File: config.mk
export PLATFORM = sky130hd
export DESIGN_NAME = adaptive_rice_delta_encoder
export DESIGN_NICKNAME = d
export VERILOG_FILES = /design/src/hdl/ardenc_pkg.sv /design/src/hdl/adaptive_rice_delta_encoder.sv /design/src/hdl/ardenc_front.sv /design/src/hdl/ardenc_queue.sv /design/src/hdl/ardenc_back.sv
export SDC_FILE = /design/constraint.sdc
export NUM_CORES = 1
export LEC_CHECK = 0
export ABC_AREA = 1
export BUFFER_PORTS_ARGS = -buffer_cell sky130_fd_sc_hd__buf_2
export CAP_MARGIN = 20
export CORE_MARGIN = 1.5
export CORE_UTILIZATION = 65
export DETAILED_ROUTE_END_ITERATION = 10
export PLACE_DENSITY = 0.92
export SYNTH_ARGS = -nofsm -noshare
export SYNTH_HDL_FRONTEND = slang
export SYNTH_SLANG_ARGS = --single-unit
export TNS_END_PERCENT = 20
File: constraint.sdc
create_clock -name clk_i -period 11 [get_ports clk_i]
set_input_delay 2.2 -clock clk_i [delete_from_list [all_inputs] [get_ports clk_i]]
set_output_delay 2.2 -clock clk_i [all_outputs]
set_load 0.005 [all_outputs]
File: src/hdl/ardenc_pkg.sv
// shared constants and types for the adaptive rice delta encoder
package ardenc_pkg;

  localparam int SAMPLE_W    = 16;
  localparam int QUANT_SHIFT = 6;
  localparam int LEVEL_W     = SAMPLE_W - QUANT_SHIFT;
  localparam int UVAL_W      = LEVEL_W + 1;

  localparam int K_W         = 5;
  localparam int K_MAX       = 16;
  localparam int TAIL_W      = K_MAX + 1;

  localparam int CHUNK_W     = 64;
  localparam int CHUNK_SH    = $clog2(CHUNK_W);
  localparam int CNT_W       = CHUNK_SH + 1;
  localparam int CIDX_W      = 5;
  localparam int LEN_W       = CIDX_W + CHUNK_SH + 1;

  localparam int KAVG_W      = 32;
  localparam int K_FRAC      = 20;
  localparam int KINT_W      = KAVG_W - K_FRAC;
  localparam int K_DECAY     = 1038090;
  localparam int K_DECAY_W   = 20;
  localparam int K_GAIN      = 6765;
  localparam int K_GAIN_W    = 13;
  localparam int PROD_W      = KAVG_W + K_DECAY_W;
  localparam int GAIN_PROD_W = LEN_W + K_GAIN_W;

  localparam int CFG_W       = 5;
  localparam int CFG_RESET   = 3;

  localparam int QUEUE_DEPTH = 2;
  localparam int QPTR_W      = $clog2(QUEUE_DEPTH);
  localparam int QCNT_W      = $clog2(QUEUE_DEPTH + 1);

  typedef struct packed {
    logic [UVAL_W-1:0] uval;
    logic              last;
  } ardenc_entry_t;

  typedef struct packed {
    logic full;
    logic empty;
  } ardenc_qstat_t;

endpackage

File: src/hdl/adaptive_rice_delta_encoder.sv
// top level of the adaptive rice delta encoder
//
//  channel  direction  handshake                 payload
//  in       sink       in_valid_i / in_stall_o   raw_sample_i, last_sample_i
//  out      source     out_valid_o / out_stall_i code_bits_o, bit_count_o, last_chunk_o
//  cfg      sink       cfg_we_i                  cfg_wdata_i (initial rice k)
//
// in the back end a sample is first pulled from the queue and its code word sized, then
// the word is loaded out as 64-bit chunks; a stalled output holds back the next load;
// the next sample is pulled only after the last chunk of the current one is loaded; the
// running average of k closes its loop on the cycle that last chunk is loaded
// the front end takes a request every cycle until its 2-entry queue is full
// reset is asynchronous active low; the queue empties and k returns to 3.0
// a stalled output holds its chunk while the front keeps accepting requests until the queue is full
module adaptive_rice_delta_encoder (
  input  logic                               clk_i,
  input  logic                               rst_ni,
  // input channel
  input  logic                               in_valid_i,
  output logic                               in_stall_o,
  input  logic [ardenc_pkg::SAMPLE_W-1:0]    raw_sample_i,
  input  logic                               last_sample_i,
  // configuration
  input  logic                               cfg_we_i,
  input  logic [ardenc_pkg::CFG_W-1:0]       cfg_wdata_i,
  // output channel
  output logic                               out_valid_o,
  input  logic                               out_stall_i,
  output logic [ardenc_pkg::CHUNK_W-1:0]     code_bits_o,
  output logic [ardenc_pkg::CNT_W-1:0]       bit_count_o,
  output logic                               last_chunk_o
);
  import ardenc_pkg::*;

  // front to queue
  logic          push;
  ardenc_entry_t push_data;
  // queue to back
  logic          pop;
  ardenc_entry_t head;
  ardenc_qstat_t qstat;

  // quantize, delta and zigzag each sample as it arrives
  ardenc_front u_front (
    .clk_i         (clk_i),
    .rst_ni        (rst_ni),
    .in_valid_i    (in_valid_i),
    .raw_sample_i  (raw_sample_i),
    .last_sample_i (last_sample_i),
    .qstat_i       (qstat),
    .in_stall_o    (in_stall_o),
    .push_o        (push),
    .push_data_o   (push_data)
  );

  // decouples sample intake from long unary runs in the back end
  ardenc_queue u_queue (
    .clk_i       (clk_i),
    .rst_ni      (rst_ni),
    .push_i      (push),
    .push_data_i (push_data),
    .pop_i       (pop),
    .rd_data_o   (head),
    .stat_o      (qstat)
  );

  // rice coding, chunking and the adaptive k average
  ardenc_back u_back (
    .clk_i        (clk_i),
    .rst_ni       (rst_ni),
    .entry_i      (head),
    .qstat_i      (qstat),
    .pop_o        (pop),
    .cfg_we_i     (cfg_we_i),
    .cfg_wdata_i  (cfg_wdata_i),
    .out_valid_o  (out_valid_o),
    .out_stall_i  (out_stall_i),
    .code_bits_o  (code_bits_o),
    .bit_count_o  (bit_count_o),
    .last_chunk_o (last_chunk_o)
  );

endmodule

File: src/hdl/ardenc_front.sv
// front end: quantizer, delta against previous level and zigzag mapping
module ardenc_front (
  input  logic                               clk_i,
  input  logic                               rst_ni,
  input  logic                               in_valid_i,
  input  logic [ardenc_pkg::SAMPLE_W-1:0]    raw_sample_i,
  input  logic                               last_sample_i,
  input  ardenc_pkg::ardenc_qstat_t          qstat_i,
  output logic                               in_stall_o,
  output logic                               push_o,
  output ardenc_pkg::ardenc_entry_t          push_data_o
);
  import ardenc_pkg::*;

  logic signed [SAMPLE_W-1:0] centered;
  logic signed [LEVEL_W-1:0]  level;
  logic signed [LEVEL_W-1:0]  prev_q, prev_d;
  logic signed [UVAL_W-1:0]   resid;
  logic [UVAL_W:0]            twice;
  logic [UVAL_W:0]            zz;

  // subtract the midpoint by flipping the msb, then floor shift
  assign centered = signed'({~raw_sample_i[SAMPLE_W-1], raw_sample_i[SAMPLE_W-2:0]});
  assign level    = centered[SAMPLE_W-1:QUANT_SHIFT];
  assign resid    = {level[LEVEL_W-1], level} - {prev_q[LEVEL_W-1], prev_q};
  assign twice    = {resid, 1'b0};
  assign zz       = twice ^ {(UVAL_W+1){resid[UVAL_W-1]}};

  assign in_stall_o       = qstat_i.full;
  assign push_o           = in_valid_i && !qstat_i.full;
  assign push_data_o.uval = zz[UVAL_W-1:0];
  assign push_data_o.last = last_sample_i;

  always_comb begin
    prev_d = prev_q;
    if (push_o) begin
      prev_d = last_sample_i ? '0 : level;
    end
  end

  always_ff @(posedge clk_i or negedge rst_ni) begin
    if (!rst_ni) begin
      prev_q <= '0;
    end else begin
      prev_q <= prev_d;
    end
  end

endmodule

File: src/hdl/ardenc_queue.sv
// small fifo between the front end and the code emitter
module ardenc_queue (
  input  logic                        clk_i,
  input  logic                        rst_ni,
  input  logic                        push_i,
  input  ardenc_pkg::ardenc_entry_t   push_data_i,
  input  logic                        pop_i,
  output ardenc_pkg::ardenc_entry_t   rd_data_o,
  output ardenc_pkg::ardenc_qstat_t   stat_o
);
  import ardenc_pkg::*;

  ardenc_entry_t     slots_q [QUEUE_DEPTH];
  logic [QPTR_W-1:0] wr_ptr_q, wr_ptr_d;
  logic [QPTR_W-1:0] rd_ptr_q, rd_ptr_d;
  logic [QCNT_W-1:0] cnt_q, cnt_d;

  assign stat_o.full  = (cnt_q == QCNT_W'(QUEUE_DEPTH));
  assign stat_o.empty = (cnt_q == '0);
  assign rd_data_o    = slots_q[rd_ptr_q];

  always_comb begin
    wr_ptr_d = wr_ptr_q;
    rd_ptr_d = rd_ptr_q;
    cnt_d    = cnt_q;
    if (push_i) begin
      wr_ptr_d = wr_ptr_q + QPTR_W'(1);
    end
    if (pop_i) begin
      rd_ptr_d = rd_ptr_q + QPTR_W'(1);
    end
    if (push_i && !pop_i) begin
      cnt_d = cnt_q + QCNT_W'(1);
    end else if (pop_i && !push_i) begin
      cnt_d = cnt_q - QCNT_W'(1);
    end
  end

  always_ff @(posedge clk_i or negedge rst_ni) begin
    if (!rst_ni) begin
      wr_ptr_q <= '0;
      rd_ptr_q <= '0;
      cnt_q    <= '0;
    end else begin
      wr_ptr_q <= wr_ptr_d;
      rd_ptr_q <= rd_ptr_d;
      cnt_q    <= cnt_d;
    end
  end

  always_ff @(posedge clk_i) begin
    if (push_i) begin
      slots_q[wr_ptr_q] <= push_data_i;
    end
  end

endmodule

File: src/hdl/ardenc_back.sv
// back end: rice parameter, chunk emission and running average update
module ardenc_back (
  input  logic                                clk_i,
  input  logic                                rst_ni,
  input  ardenc_pkg::ardenc_entry_t           entry_i,
  input  ardenc_pkg::ardenc_qstat_t           qstat_i,
  output logic                                pop_o,
  input  logic                                cfg_we_i,
  input  logic [ardenc_pkg::CFG_W-1:0]        cfg_wdata_i,
  output logic                                out_valid_o,
  input  logic                                out_stall_i,
  output logic [ardenc_pkg::CHUNK_W-1:0]      code_bits_o,
  output logic [ardenc_pkg::CNT_W-1:0]        bit_count_o,
  output logic                                last_chunk_o
);
  import ardenc_pkg::*;

  localparam logic ST_IDLE = 1'b0;
  localparam logic ST_EMIT = 1'b1;

  logic               state_q, state_d;
  logic [CIDX_W-1:0]  chunk_q, chunk_d;
  logic [KAVG_W-1:0]  kavg_q, kavg_d;
  logic [CFG_W-1:0]   cfg_q;
  logic               out_valid_q, out_valid_d;

  // per-code working registers
  logic [UVAL_W-1:0]  zeros_q;
  logic [TAIL_W-1:0]  tail_q;
  logic [LEN_W-1:0]   len_q;
  logic               last_q;
  logic [PROD_W-1:0]  prod_q;

  logic [CHUNK_W-1:0] code_q;
  logic [CNT_W-1:0]   count_q;
  logic               lastc_q;

  // parameter selection
  logic [KINT_W-1:0]  k_int;
  logic [K_W-1:0]     k_sat;
  logic [UVAL_W-1:0]  zeros;
  logic [TAIL_W-1:0]  low_mask;
  logic [TAIL_W-1:0]  tail;
  logic [LEN_W-1:0]   len;

  // chunk slicing
  logic               load;
  logic               done;
  logic [LEN_W-1:0]   start;
  logic [LEN_W-1:0]   remain;
  logic [LEN_W-1:0]   zeros_x;
  logic [LEN_W-1:0]   shamt;
  logic               chunk_last;
  logic [CNT_W-1:0]   n_bits;
  logic [CHUNK_W-1:0] word;
  logic [CHUNK_W-1:0] mask;

  // average update
  logic [GAIN_PROD_W-1:0] gain;
  logic [KAVG_W:0]        sum;
  logic [KAVG_W-1:0]      k_next;

  assign k_int    = kavg_q[KAVG_W-1:K_FRAC];
  assign k_sat    = (k_int > KINT_W'(K_MAX)) ? K_W'(K_MAX) : k_int[K_W-1:0];
  assign zeros    = UVAL_W'(entry_i.uval >> k_sat);
  assign low_mask = (TAIL_W'(1) << k_sat) - TAIL_W'(1);
  assign tail     = {(TAIL_W-1)'(entry_i.uval) & low_mask[TAIL_W-2:0], 1'b1};
  assign len      = LEN_W'(zeros) + LEN_W'(k_sat) + LEN_W'(1);

  assign pop_o = (state_q == ST_IDLE) && !qstat_i.empty;
  assign load  = (state_q == ST_EMIT) && (!out_valid_q || !out_stall_i);

  assign start      = LEN_W'({chunk_q, {CHUNK_SH{1'b0}}});
  assign remain     = len_q - start;
  assign chunk_last = (remain <= LEN_W'(CHUNK_W));
  assign n_bits     = chunk_last ? CNT_W'(remain) : CNT_W'(CHUNK_W);
  assign zeros_x    = LEN_W'(zeros_q);
  assign done       = load && chunk_last;

  always_comb begin
    word  = '0;
    shamt = '0;
    if (zeros_x >= start) begin
      // terminating one still ahead of or inside this chunk
      shamt = zeros_x - start;
      if (shamt < LEN_W'(CHUNK_W)) begin
        word = CHUNK_W'(tail_q) << shamt[CHUNK_SH-1:0];
      end
    end else begin
      shamt = start - zeros_x;
      if (shamt < LEN_W'(CHUNK_W)) begin
        word = CHUNK_W'(tail_q) >> shamt[CHUNK_SH-1:0];
      end
    end
    if (n_bits == CNT_W'(CHUNK_W)) begin
      mask = '1;
    end else begin
      mask = (CHUNK_W'(1) << n_bits[CHUNK_SH-1:0]) - CHUNK_W'(1);
    end
  end

  assign gain   = len_q * K_GAIN_W'(K_GAIN);
  assign sum    = (KAVG_W+1)'(prod_q[K_FRAC +: KAVG_W]) + (KAVG_W+1)'(gain);
  assign k_next = sum[KAVG_W] ? '1 : sum[KAVG_W-1:0];

  always_comb begin
    state_d     = state_q;
    chunk_d     = chunk_q;
    kavg_d      = kavg_q;
    out_valid_d = out_valid_q;
    if (!out_stall_i) begin
      out_valid_d = 1'b0;
    end
    if (load) begin
      out_valid_d = 1'b1;
      chunk_d     = chunk_q + CIDX_W'(1);
    end
    case (state_q)
      ST_IDLE: begin
        if (pop_o) begin
          state_d = ST_EMIT;
          chunk_d = '0;
        end
      end
      ST_EMIT: begin
        if (done) begin
          state_d = ST_IDLE;
          kavg_d  = last_q ? (KAVG_W'(cfg_q) << K_FRAC) : k_next;
        end
      end
      default: begin
        state_d = ST_IDLE;
      end
    endcase
  end

  always_ff @(posedge clk_i or negedge rst_ni) begin
    if (!rst_ni) begin
      state_q     <= ST_IDLE;
      chunk_q     <= '0;
      kavg_q      <= KAVG_W'(CFG_RESET) << K_FRAC;
      cfg_q       <= CFG_W'(CFG_RESET);
      out_valid_q <= 1'b0;
    end else begin
      state_q     <= state_d;
      chunk_q     <= chunk_d;
      kavg_q      <= kavg_d;
      out_valid_q <= out_valid_d;
      if (cfg_we_i) begin
        cfg_q <= cfg_wdata_i;
      end
    end
  end

  always_ff @(posedge clk_i) begin
    if (pop_o) begin
      zeros_q <= zeros;
      tail_q  <= tail;
      len_q   <= len;
      last_q  <= entry_i.last;
      prod_q  <= kavg_q * K_DECAY_W'(K_DECAY);
    end
    if (load) begin
      code_q  <= word & mask;
      count_q <= n_bits;
      lastc_q <= chunk_last;
    end
  end

  assign out_valid_o  = out_valid_q;
  assign code_bits_o  = code_q;
  assign bit_count_o  = count_q;
  assign last_chunk_o = lastc_q;

endmodule

---- After elaboration in Yosys (flattened, before gate mapping) ----
Memory sizes are Yosys's and may differ from the RTL's.
Cells that the tools add are included.
storage, ports and cells
  RAM bits ................................ 24
  register bits ........................... 221
  memories ................................ 1
  logic and storage cells ................. 89
  output and inout bits ................... 74
memories
  name             depth  width  read ports  clocked after Yosys merged registers in  wr ports  line                text
  u_queue.slots_q  2      12     1           0                                        1         ardenc_queue.sv:13  ardenc_entry_t slots_q [QUEUE_DEPTH];
operators by class
  mux-type cells .......................... 21
  add/subtract/negate cells ............... 14
  multipliers ............................. 2
  magnitude comparators ................... 5
  shift-type cells ........................ 5
  eq/ne operators ......................... 3
  bitwise logic cells ..................... 5
  reduce and logical (&&, ||, !) cells .... 16
operator list
  operator                                                                            number
  64-bit 2-to-1 mux                                                                   4
  64-bit bitwise AND                                                                  1
  32-bit 2-to-1 mux                                                                   2
  1-bit by 6-bit << shifter with 64-bit output (first input constant)                 1
  17-bit by 6-bit << shifter with 64-bit output                                       1
  17-bit by 6-bit right shift with 64-bit output                                      1
  64-bit by 2-bit subtractor with 64-bit output (second input constant)               1
  32-bit by 19-bit multiplier with 51-bit output (second input constant)              1
  32-bit by 25-bit adder with 33-bit output                                           1
  12-bit by 13-bit multiplier with 25-bit output (second input constant)              1
  12-bit by 7-bit < comparator with 1-bit output (second input constant)              2
  11-bit by 11-bit subtractor with 12-bit output                                      2
  5-bit 2-to-1 mux                                                                    4
  11-bit by 16-bit bitwise AND with 16-bit output                                     1
  1-bit by 5-bit << shifter with 16-bit output (first input constant)                 1
  16-bit by 2-bit subtractor with 16-bit output (second input constant)               1
  11-bit by 5-bit adder with 12-bit output                                            1
  12-bit by 1-bit adder with 12-bit output (second input constant)                    1
  12-bit by 5-bit > comparator with 1-bit output (second input constant)              1
  12-bit by 7-bit less-or-equal comparator with 1-bit output (second input constant)  1
  12-bit by 11-bit subtractor with 12-bit output                                      1
  11-bit greater-or-equal comparator                                                  1
  11-bit by 5-bit right shift with 11-bit output                                      1
  10-bit by 10-bit subtractor with 11-bit output                                      1
  20 further kinds                                                                    38

---- Longest topological paths before layout ----
Gate-level depths: netlist of run 1.
  depth in word-level cells ............... 7
  depth in mapped cells ................... 27
  depth with buffers taken out ............ 27

---- Cells and area by module ----
A second synthesis of run 1 with hierarchy kept.
unflattened totals
  cells, all modules ...................... 3,579
  area total of the unflattened synthesis .. 29,149.2 µm²
by module, submodules not included
  module        area an instance (µm²)  times used  cells each
  ardenc_back   26,882.0                1           3,352
  ardenc_front  1,159.9                 1           165
  ardenc_queue  1,107.3                 1           62

---- Worst setup path before layout of run 1 ----
Ideal clock, no wire load.
  path kind ............................... reg-to-reg
  start point ............................. reg u_back.kavg_q[3]
  end point ............................... reg u_back.prod_q[49], data pin
  library setup time ...................... 266 ps
  required time ........................... 10,734 ps
  slack ................................... 5,305 ps
  period minus slack after synthesis ...... 5,695 ps
  arrival ................................. 5,430 ps
  cell stages (with the launch flop) ...... 23
  cells stage by stage .................... dfrtp_1 inv_1 fa_1 inv_1 fa_1 inv_1 fa_1 fa_1 fa_1 fa_1 inv_1 ha_1 a21oi_1 inv_1 a31oi_1 inv_1 nor2_1 nand2_1 a41oi_1 o21ai_0 nand2_1 o2111ai_1 xor2_1
between the ends
  cells in the longest elaborated chain, start to end .. 1
RTL lines
  what                                            line                text
  start, declared                                 ardenc_back.sv:23   logic [KAVG_W-1:0] kavg_q, kavg_d;
  start signal, assigned                          ardenc_back.sv:141  kavg_q <= KAVG_W'(CFG_RESET) << K_FRAC;
  start signal, assigned                          ardenc_back.sv:147  kavg_q <= kavg_d;
  32-bit by 19-bit multiplier with 51-bit output  ardenc_back.sv:161  prod_q <= kavg_q * K_DECAY_W'(K_DECAY);
  end signal, assigned                            ardenc_back.sv:161
  end, declared                                   ardenc_back.sv:32   logic [PROD_W-1:0] prod_q;
No other way between the ends.
A chain may end at the register's enable or synchronous reset.

---- Worst setup path after layout of run 1 ----
  start point ............................. reg u_back.len_q[4]
  end point ............................... reg u_back.kavg_q[16]
between the ends
  cells in the longest elaborated chain, start to end .. 4
RTL lines
  what                                                                                                                     line                                   text
  start, declared                                                                                                          ardenc_back.sv:30                      logic [LEN_W-1:0] len_q;
  start signal, assigned                                                                                                   ardenc_back.sv:159                     len_q <= len;
  12-bit by 13-bit multiplier with 25-bit output or 12-bit by 11-bit subtractor with 12-bit output (tied branches)         ardenc_back.sv:102, ardenc_back.sv:74
  32-bit by 25-bit adder with 33-bit output or 12-bit by 7-bit less-or-equal comparator with 1-bit output (tied branches)  ardenc_back.sv:103, ardenc_back.sv:75
  32-bit 2-to-1 mux or 1-bit logical AND (tied branches)                                                                   ardenc_back.sv:104, ardenc_back.sv:78
  32-bit 2-to-1 mux or 2-bit AND reduction (tied branches)                                                                 n/a
Several ways; a longest one is shown, not always the timed one.

==> impl_metrics.ini, run 1 <==
[min_path]
min_to = u_front.prev_q[0]
holdPathStages = 2
min_from = u_front.prev_q[0]
min_path_type = flip-flop to flip-flop

[sta]
timing.final.crit_share = 0.647
rsz0062_at_grt = no
fmax_mhz = 140
timing.final.max_slew_violations = 0
finClkSkew_ns = 0.0199
hold_viol_final = 0
fin_setup_tns_ns = 0
period_needed_ns = 7.12
slew_headroom = 0.248
worst_pin_slew_ns = 1.12
setup_violations = 0

[synthesis]
ys_seq_area_frac = 0.220
synthDistinctLibCells = 65
synth_warnings = 0
synth_area_per_cell_um2 = 8.20
synth_edf_count = 163
synthFlopType = edfxtp_1
synth_cells = 3512
async_flop_share = 0.262
synth_fp_nets = 4172
synth_seq_cells = 221
synth.cell_area_um2 = 28800

[critical_path]
cp-end-kind = flip-flop
worstPathCellList = inv_1, ha_1, ha_1, ha_1, inv_1, fa_1, fa_1, inv_1, ha_1, nand2_1, inv_1, a21oi_1, o21ai_0, a21boi_0, inv_1, nand4_1, o311ai_1, nand2_1, inv_1, o21ai_0, o21ai_0
slowest_stage = edfxtp_1
path_class = flip-flop to flip-flop
critPathMaxFanout = 23
max_stage_delay_ns = 0.90
rr_startpoint = u_back.len_q[4]
cp.arrival_ns = 7.52
required_ns = 11.41
worst_r2r_endpoint = u_back.kavg_q[16]
r2r_slack_ns = 3.88
crit_top_cell = inv_1
reg2reg_depth = 21
start_kind = flip-flop

[routing]
wire_per_inst_um = 19.2
first_pass_iters = 7
drc = 0
viasPerCell = 6.00
drt-initial-drc-count = 2996
routed_wl_um = 80300
vias = 25000
ant_nets = 0

[cells_and_area]
antenna_cells = 0
postLayoutCoreUtil = 0.706
fillers = 3345
area_delta_synth_final_pct = 6.19
final_layout_size_suffix_gt1_frac = 0.0611
nets = 4226

[clocking]
cts-resized-gates = 0
post_cts.repair.setup_buffers = 0
cts_buffers = 25
insertion_delay_ns = 0.57
cts_htree_levels = 1
cts.clk_slew.worst_paths_ns = 0.06
cts.sinks = 221
cts_root_buf = clkbuf_16
cts_tree = done
cts.path.max_buffers = 3
hold_buffers = 0

[outcome]
status = finished clean

[global_routing]
antenna_found_initial = 0
grtUsageTotal = 0.365
grt_pass1_vias = 25200
grt_overflow = 0
grt_max_degree = 75
grt_pass1_wl_um = 129000

[job]
cap_violations = 0

[die]
io_pins = 101
core_um2 = 43400
die_w_um = 214
die_h_um = 214
initial_core_util = 0.664
die_area_um2 = 45600
placementRows = 76

[placed_design]
hpwl_um = 64600
portBuffers = 94
routabilityCongestion = 1.03
[critical path, delay by kind of cell (launching register included)]
kind            cells  cell delay, ns
simple gates        3            0.46
flops               1            0.90
fa+ha+maj           6            2.59
compound gates      6            1.82
buf+inv             6            1.18
[through the flow]
step,hold WS (ns),std cells,setup slack (ns),cell area [um^2]
after floorplan,0.456,3512,5.30,28800
after global placement,0.474,4124,4.46,29700
after detailed placement,0.483,4124,4.09,29700
after CTS,0.500,4170,4.05,30600
after global routing,0.536,4170,3.56,30600
final,0.506,4170,3.88,30600
[worst max path at each step]
stage                          start           endpoint  slack [ns]  depth (start not counted)
floorplan           u_back.kavg_q[3]  u_back.prod_q[49]        5.30                         22
global placement     u_back.len_q[1]  u_back.kavg_q[23]        4.46                         24
detailed placement   u_back.len_q[4]  u_back.kavg_q[23]        4.09                         23
CTS                  u_back.len_q[4]  u_back.kavg_q[16]        4.05                         21
global route         u_back.len_q[4]  u_back.kavg_q[23]        3.56                         23
finish               u_back.len_q[4]  u_back.kavg_q[16]        3.88                         21
[per-layer routing]
layer | vias to the layer above | part of all wire | track usage
met2 | 1436 | 0.46 | 0.584
met4 | 0 | 0.059 | 0.190
met5 | - | 0 | 0
met1 | 11800 | 0.38 | 0.467
met3 | 347 | 0.10 | 0.0798
li1 | 11400 | - | -
[cell type report]
type,instances,area [um^2],share of cell area
clock buffers,30,664,0.0217
clock inverters,16,191,0.00626
inverters,783,2940,0.0962
multi-input cells,2430,19200,0.626
flip-flops and latches,221,6350,0.208
well taps,585,732,0.0239
repair buffers,105,553,0.0181
[registers in the layout, indices dropped and copies added (netlist names), 5 cells and up]
register            flops
u_back.len_q           12
u_back.cfg_q            5
u_back.bit_count_o      7
u_back.chunk_q          5
u_back.kavg_q          32
u_queue.slots_q        24
u_front.prev_q         10
u_back.code_bits_o     64
u_back.zeros_q         11
u_back.prod_q          32
u_back.tail_q          11
[synth_stat cells (13+ instances only)]
master / n / area (um^2)
nand2_1: 547 / 2050
nand4_1: 105 / 657
xor2_1: 56 / 490
or2_2: 15 / 93.8
o21ai_0: 207 / 1040
a31oi_1: 26 / 163
o21bai_1: 13 / 97.6
clkbuf_1: 43 / 161
edfxtp_1: 163 / 4890
buf_2: 20 / 100
nand3_1: 122 / 611
dfrtp_1: 54 / 1350
fa_1: 298 / 5970
ha_1: 335 / 4190
nor2_2: 16 / 100
inv_1: 774 / 2910
xnor2_1: 40 / 350
nor3_1: 43 / 215
a21oi_1: 171 / 856
o21a_1: 15 / 113
nor2_1: 296 / 1110
[cell usage in the layout (no fill, tap or decap), types with 26 or more instances in the layout]
cell type / synthesis / final
inv_1: 774 / 773
xor2_1: 56 / 56
o21ai_0: 207 / 207
buf_2: 20 / 94
dfrtp_1: 54 / 54
edfxtp_1: 163 / 163
a31oi_1: 26 / 26
nand3_1: 122 / 122
nor2_1: 296 / 294
fa_1: 298 / 298
nand2_1: 547 / 547
nand4_1: 105 / 105
xnor2_1: 40 / 40
ha_1: 335 / 335
nor3_1: 43 / 43
a21oi_1: 171 / 170
[cells by family after synthesis]
logic type / synth area share
compound gates: 0.0975
xor+xnor: 0.0292
fa+ha+maj: 0.353
buf+inv: 0.115
flops: 0.220
mux: 0.00278
simple gates: 0.182
Power of run 1 is not shown: default switching activity piles up to over one toggle a cycle in this logic, so the estimate is an artifact.
==> run 2, diff against run 1 <==
--- a/config.mk
+++ b/config.mk
@@ -5,13 +5,13 @@
 export SDC_FILE = /design/constraint.sdc
 export NUM_CORES = 1
 export LEC_CHECK = 0
-export ABC_AREA = 1
+export ABC_AREA = 0
 export BUFFER_PORTS_ARGS = -buffer_cell sky130_fd_sc_hd__buf_2
 export CAP_MARGIN = 20
 export CORE_MARGIN = 1.5
-export CORE_UTILIZATION = 65
+export CORE_UTILIZATION = 59
 export DETAILED_ROUTE_END_ITERATION = 10
-export PLACE_DENSITY = 0.92
+export PLACE_DENSITY = 0.89
 export SYNTH_ARGS = -nofsm -noshare
 export SYNTH_HDL_FRONTEND = slang
 export SYNTH_SLANG_ARGS = --single-unit
==> constraint.sdc (replaced) <==
create_clock -name clk_i -period 6.4 [get_ports clk_i]
set_input_delay 1.28 -clock clk_i [delete_from_list [all_inputs] [get_ports clk_i]]
set_output_delay 1.28 -clock clk_i [all_outputs]
set_load 0.005 [all_outputs]
==> run 2 against run 1 <==
Net effect: clock-buffer cell count fell by 2; core utilization fell by 2.7 points; synthesized cell count fell by 20%; final cell count fell by 12%; critical path depth rose by 3; largest cell class unchanged; hold slack got worse by 0.012 ns; the run now ends with negative setup slack left; sequential cell count did not move; first-iteration DRC count fell by 23%; global-route usage fell by 4.6 points.
==> impl_metrics.ini, run 2 <==
[outcome]
status = complete, but fails checks
failed_checks = negative setup slack

[critical_path]
slowest_stage = fa_2
start_kind = flip-flop
max_stage_delay_ns = 0.61
rr_startpoint = u_back.kavg_q[5]
path_buf_inv = 8
crit_family = adder cells
path_class = flip-flop to flip-flop
cp-end-kind = flip-flop
crit_path_start = u_back.kavg_q[5]
critPathMaxFanout = 3
cp.arrival_ns = 6.70
required_ns = 6.68
worstPathCellList = inv_2, buf_6, fa_2, inv_2, fa_2, inv_1, fa_1, fa_2, fa_1, fa_1, inv_2, ha_4, nand3_4, nor3_4, nand4_1, a211oi_4, buf_12, o31ai_4, buf_4, a21oi_4, buf_6, nor3_2, o21bai_1, xor2_1

[min_path]
min_path_type = flip-flop to flip-flop
min_from = u_queue.wr_ptr_q

[routing]
wire_per_inst_um = 20.5
viasPerCell = 6.03
ant_nets = 0
drc = 0
drt-initial-drc-count = 2293
routed_wl_um = 74900
first_pass_iters = 7
vias = 22000

[synthesis]
synthFlopType = edfxtp_1
synth_area_per_cell_um2 = 9.65
synth_compound_area_frac = 0.122
synth_warnings = 0
synth_seq_cells = 221
yosysTopAreaCell = fa_1
synth_top_family_by_area = adder cells
synth_mux_area_frac = 0.0276
synthDistinctLibCells = 93
synth_fa_ha_area_frac = 0.373
synth.cell_area_um2 = 27200
synth.most_common_cell = inv_1
synth_xor_area_frac = 0.0377
synth_fp_nets = 3477
synth.top_cell.area_share = 0.219
synth_commonest_cells = inv_1, ha_1, fa_1
synthSimpleGateAreaFrac = 0.118
async_flop_share = 0.262
synth_cells = 2817
synth_edf_count = 163
ys_seq_area_frac = 0.234
synthTopCellsByArea = fa_1, edfxtp_1, ha_1

[clocking]
cts_htree_levels = 1
cts_root_buf = clkbuf_16
cts.sinks = 221
cts_buffers = 24
cts_tree = done
insertion_delay_ns = 0.55
cts.clk_slew.worst_paths_ns = 0.07
cts.path.max_buffers = 3

[job]
cap_violations = 0

[sta]
finClkSkew_ns = 0.0144
hold_viol_final = 0
slew_headroom = 0.346
timing.final.crit_share = 1.00
setup_ws_ns = -0.0120
timing.final.max_slew_violations = 0
fmax_mhz = 156
period_needed_ns = 6.41
rsz0062_at_grt = yes
worst_pin_slew_ns = 0.978
setup_violations = 1

[placed_design]
place_ws_ns = -0.579
portBuffers = 94
placed_cell_area_um2 = 29300
hpwl_um = 59100
routabilityCongestion = 0.980

[cells_and_area]
fillers = 3367
finish.instance_area_um2 = 30800
antenna_cells = 0
largest_register_ffs = 64
final_layout_size_suffix_gt1_frac = 0.160
layout_common_cells = inv_1, ha_1, fa_1
nets = 3693
postLayoutCoreUtil = 0.678
area_delta_synth_final_pct = 13.2
mostFrequentLayoutCell = inv_1

[die]
placementRows = 78
die_area_um2 = 47400
die_h_um = 218
initial_core_util = 0.599
core_um2 = 45400
io_pins = 101
die_w_um = 218

[global_routing]
grt_overflow = 0
grt_max_degree = 79
grt_pass1_wl_um = 119000
antenna_found_initial = 0
grtUsageTotal = 0.319
grt_pass1_vias = 23000
[run 2: layout make-up]
type	instances	area (um^2)	area share
clock buffer	28	626	0.0203
clock inverter	16	159	0.00516
inverter	536	2010	0.0654
multi-input combinational	1973	19000	0.616
sequential	221	6350	0.206
tap	600	751	0.0244
timing repair buffer	277	1910	0.0622
[run 2: final timing paths]
check / to / slack (ns) / cells after the start
worst min register to register: u_queue.wr_ptr_q / 0.49 / 1
min in group asynchronous: u_front.prev_q[5] / 0.91 / 2
worst min-delay path: u_queue.wr_ptr_q / 0.49 / 1
worst max-delay path: u_back.prod_q[40] / -0.01 / 24
max in group asynchronous: u_back.kavg_q[3] / 4.85 / 2
worst max register to register: u_back.prod_q[40] / -0.01 / 24
[run 2: cells by family (layout without fill, tap and decap cells)]
kind of cell / count (synthesis) / in the layout
AO/OA/AOI/OAI: 501 / 501
XOR/XNOR: 117 / 117
adder cells (fa/ha/maj): 633 / 633
buffers and inverters: 623 / 857
flip-flops: 221 / 221
multiplexers: 68 / 68
AND/OR/NAND/NOR: 654 / 654
[run 2: worst reg2reg max path: cells and delay by family, from the launching register on]
kind | cells | cell delay, ns
compound gates | 4 | 0.73
xor+xnor | 1 | 0.11
fa+ha+maj | 7 | 3.49
buf+inv | 8 | 0.84
flops | 1 | 0.39
simple gates | 4 | 0.60
[run 2: stage by stage]
step,setup TNS (ns),hold slack [ns],cells
6_report,-0.0120,0.495,3651
5_1_grt,-0.860,0.524,3651
4_1_cts,-0.0497,0.495,3632
3_5_place_dp,-4.12,0.482,3585
3_3_place_gp,-1.94,0.466,3585
2_1_floorplan,0,0.453,2817
[run 2: repair_timing]
item | in CTS | in global routing
pin swaps | 40 | 76
setup buffers | 4 | 19
setup endpoints to repair | 17 | 40
hold buffers | 0 | 0
gates resized for setup | 46 | 89
[run 2: per-layer routing]
metal  track usage  routed length (um)
met5             0                   0
met4         0.115                3070
met3        0.0430                5430
met2         0.541               36100
met1         0.419               30300
Power of run 2 is left out for the same reason.
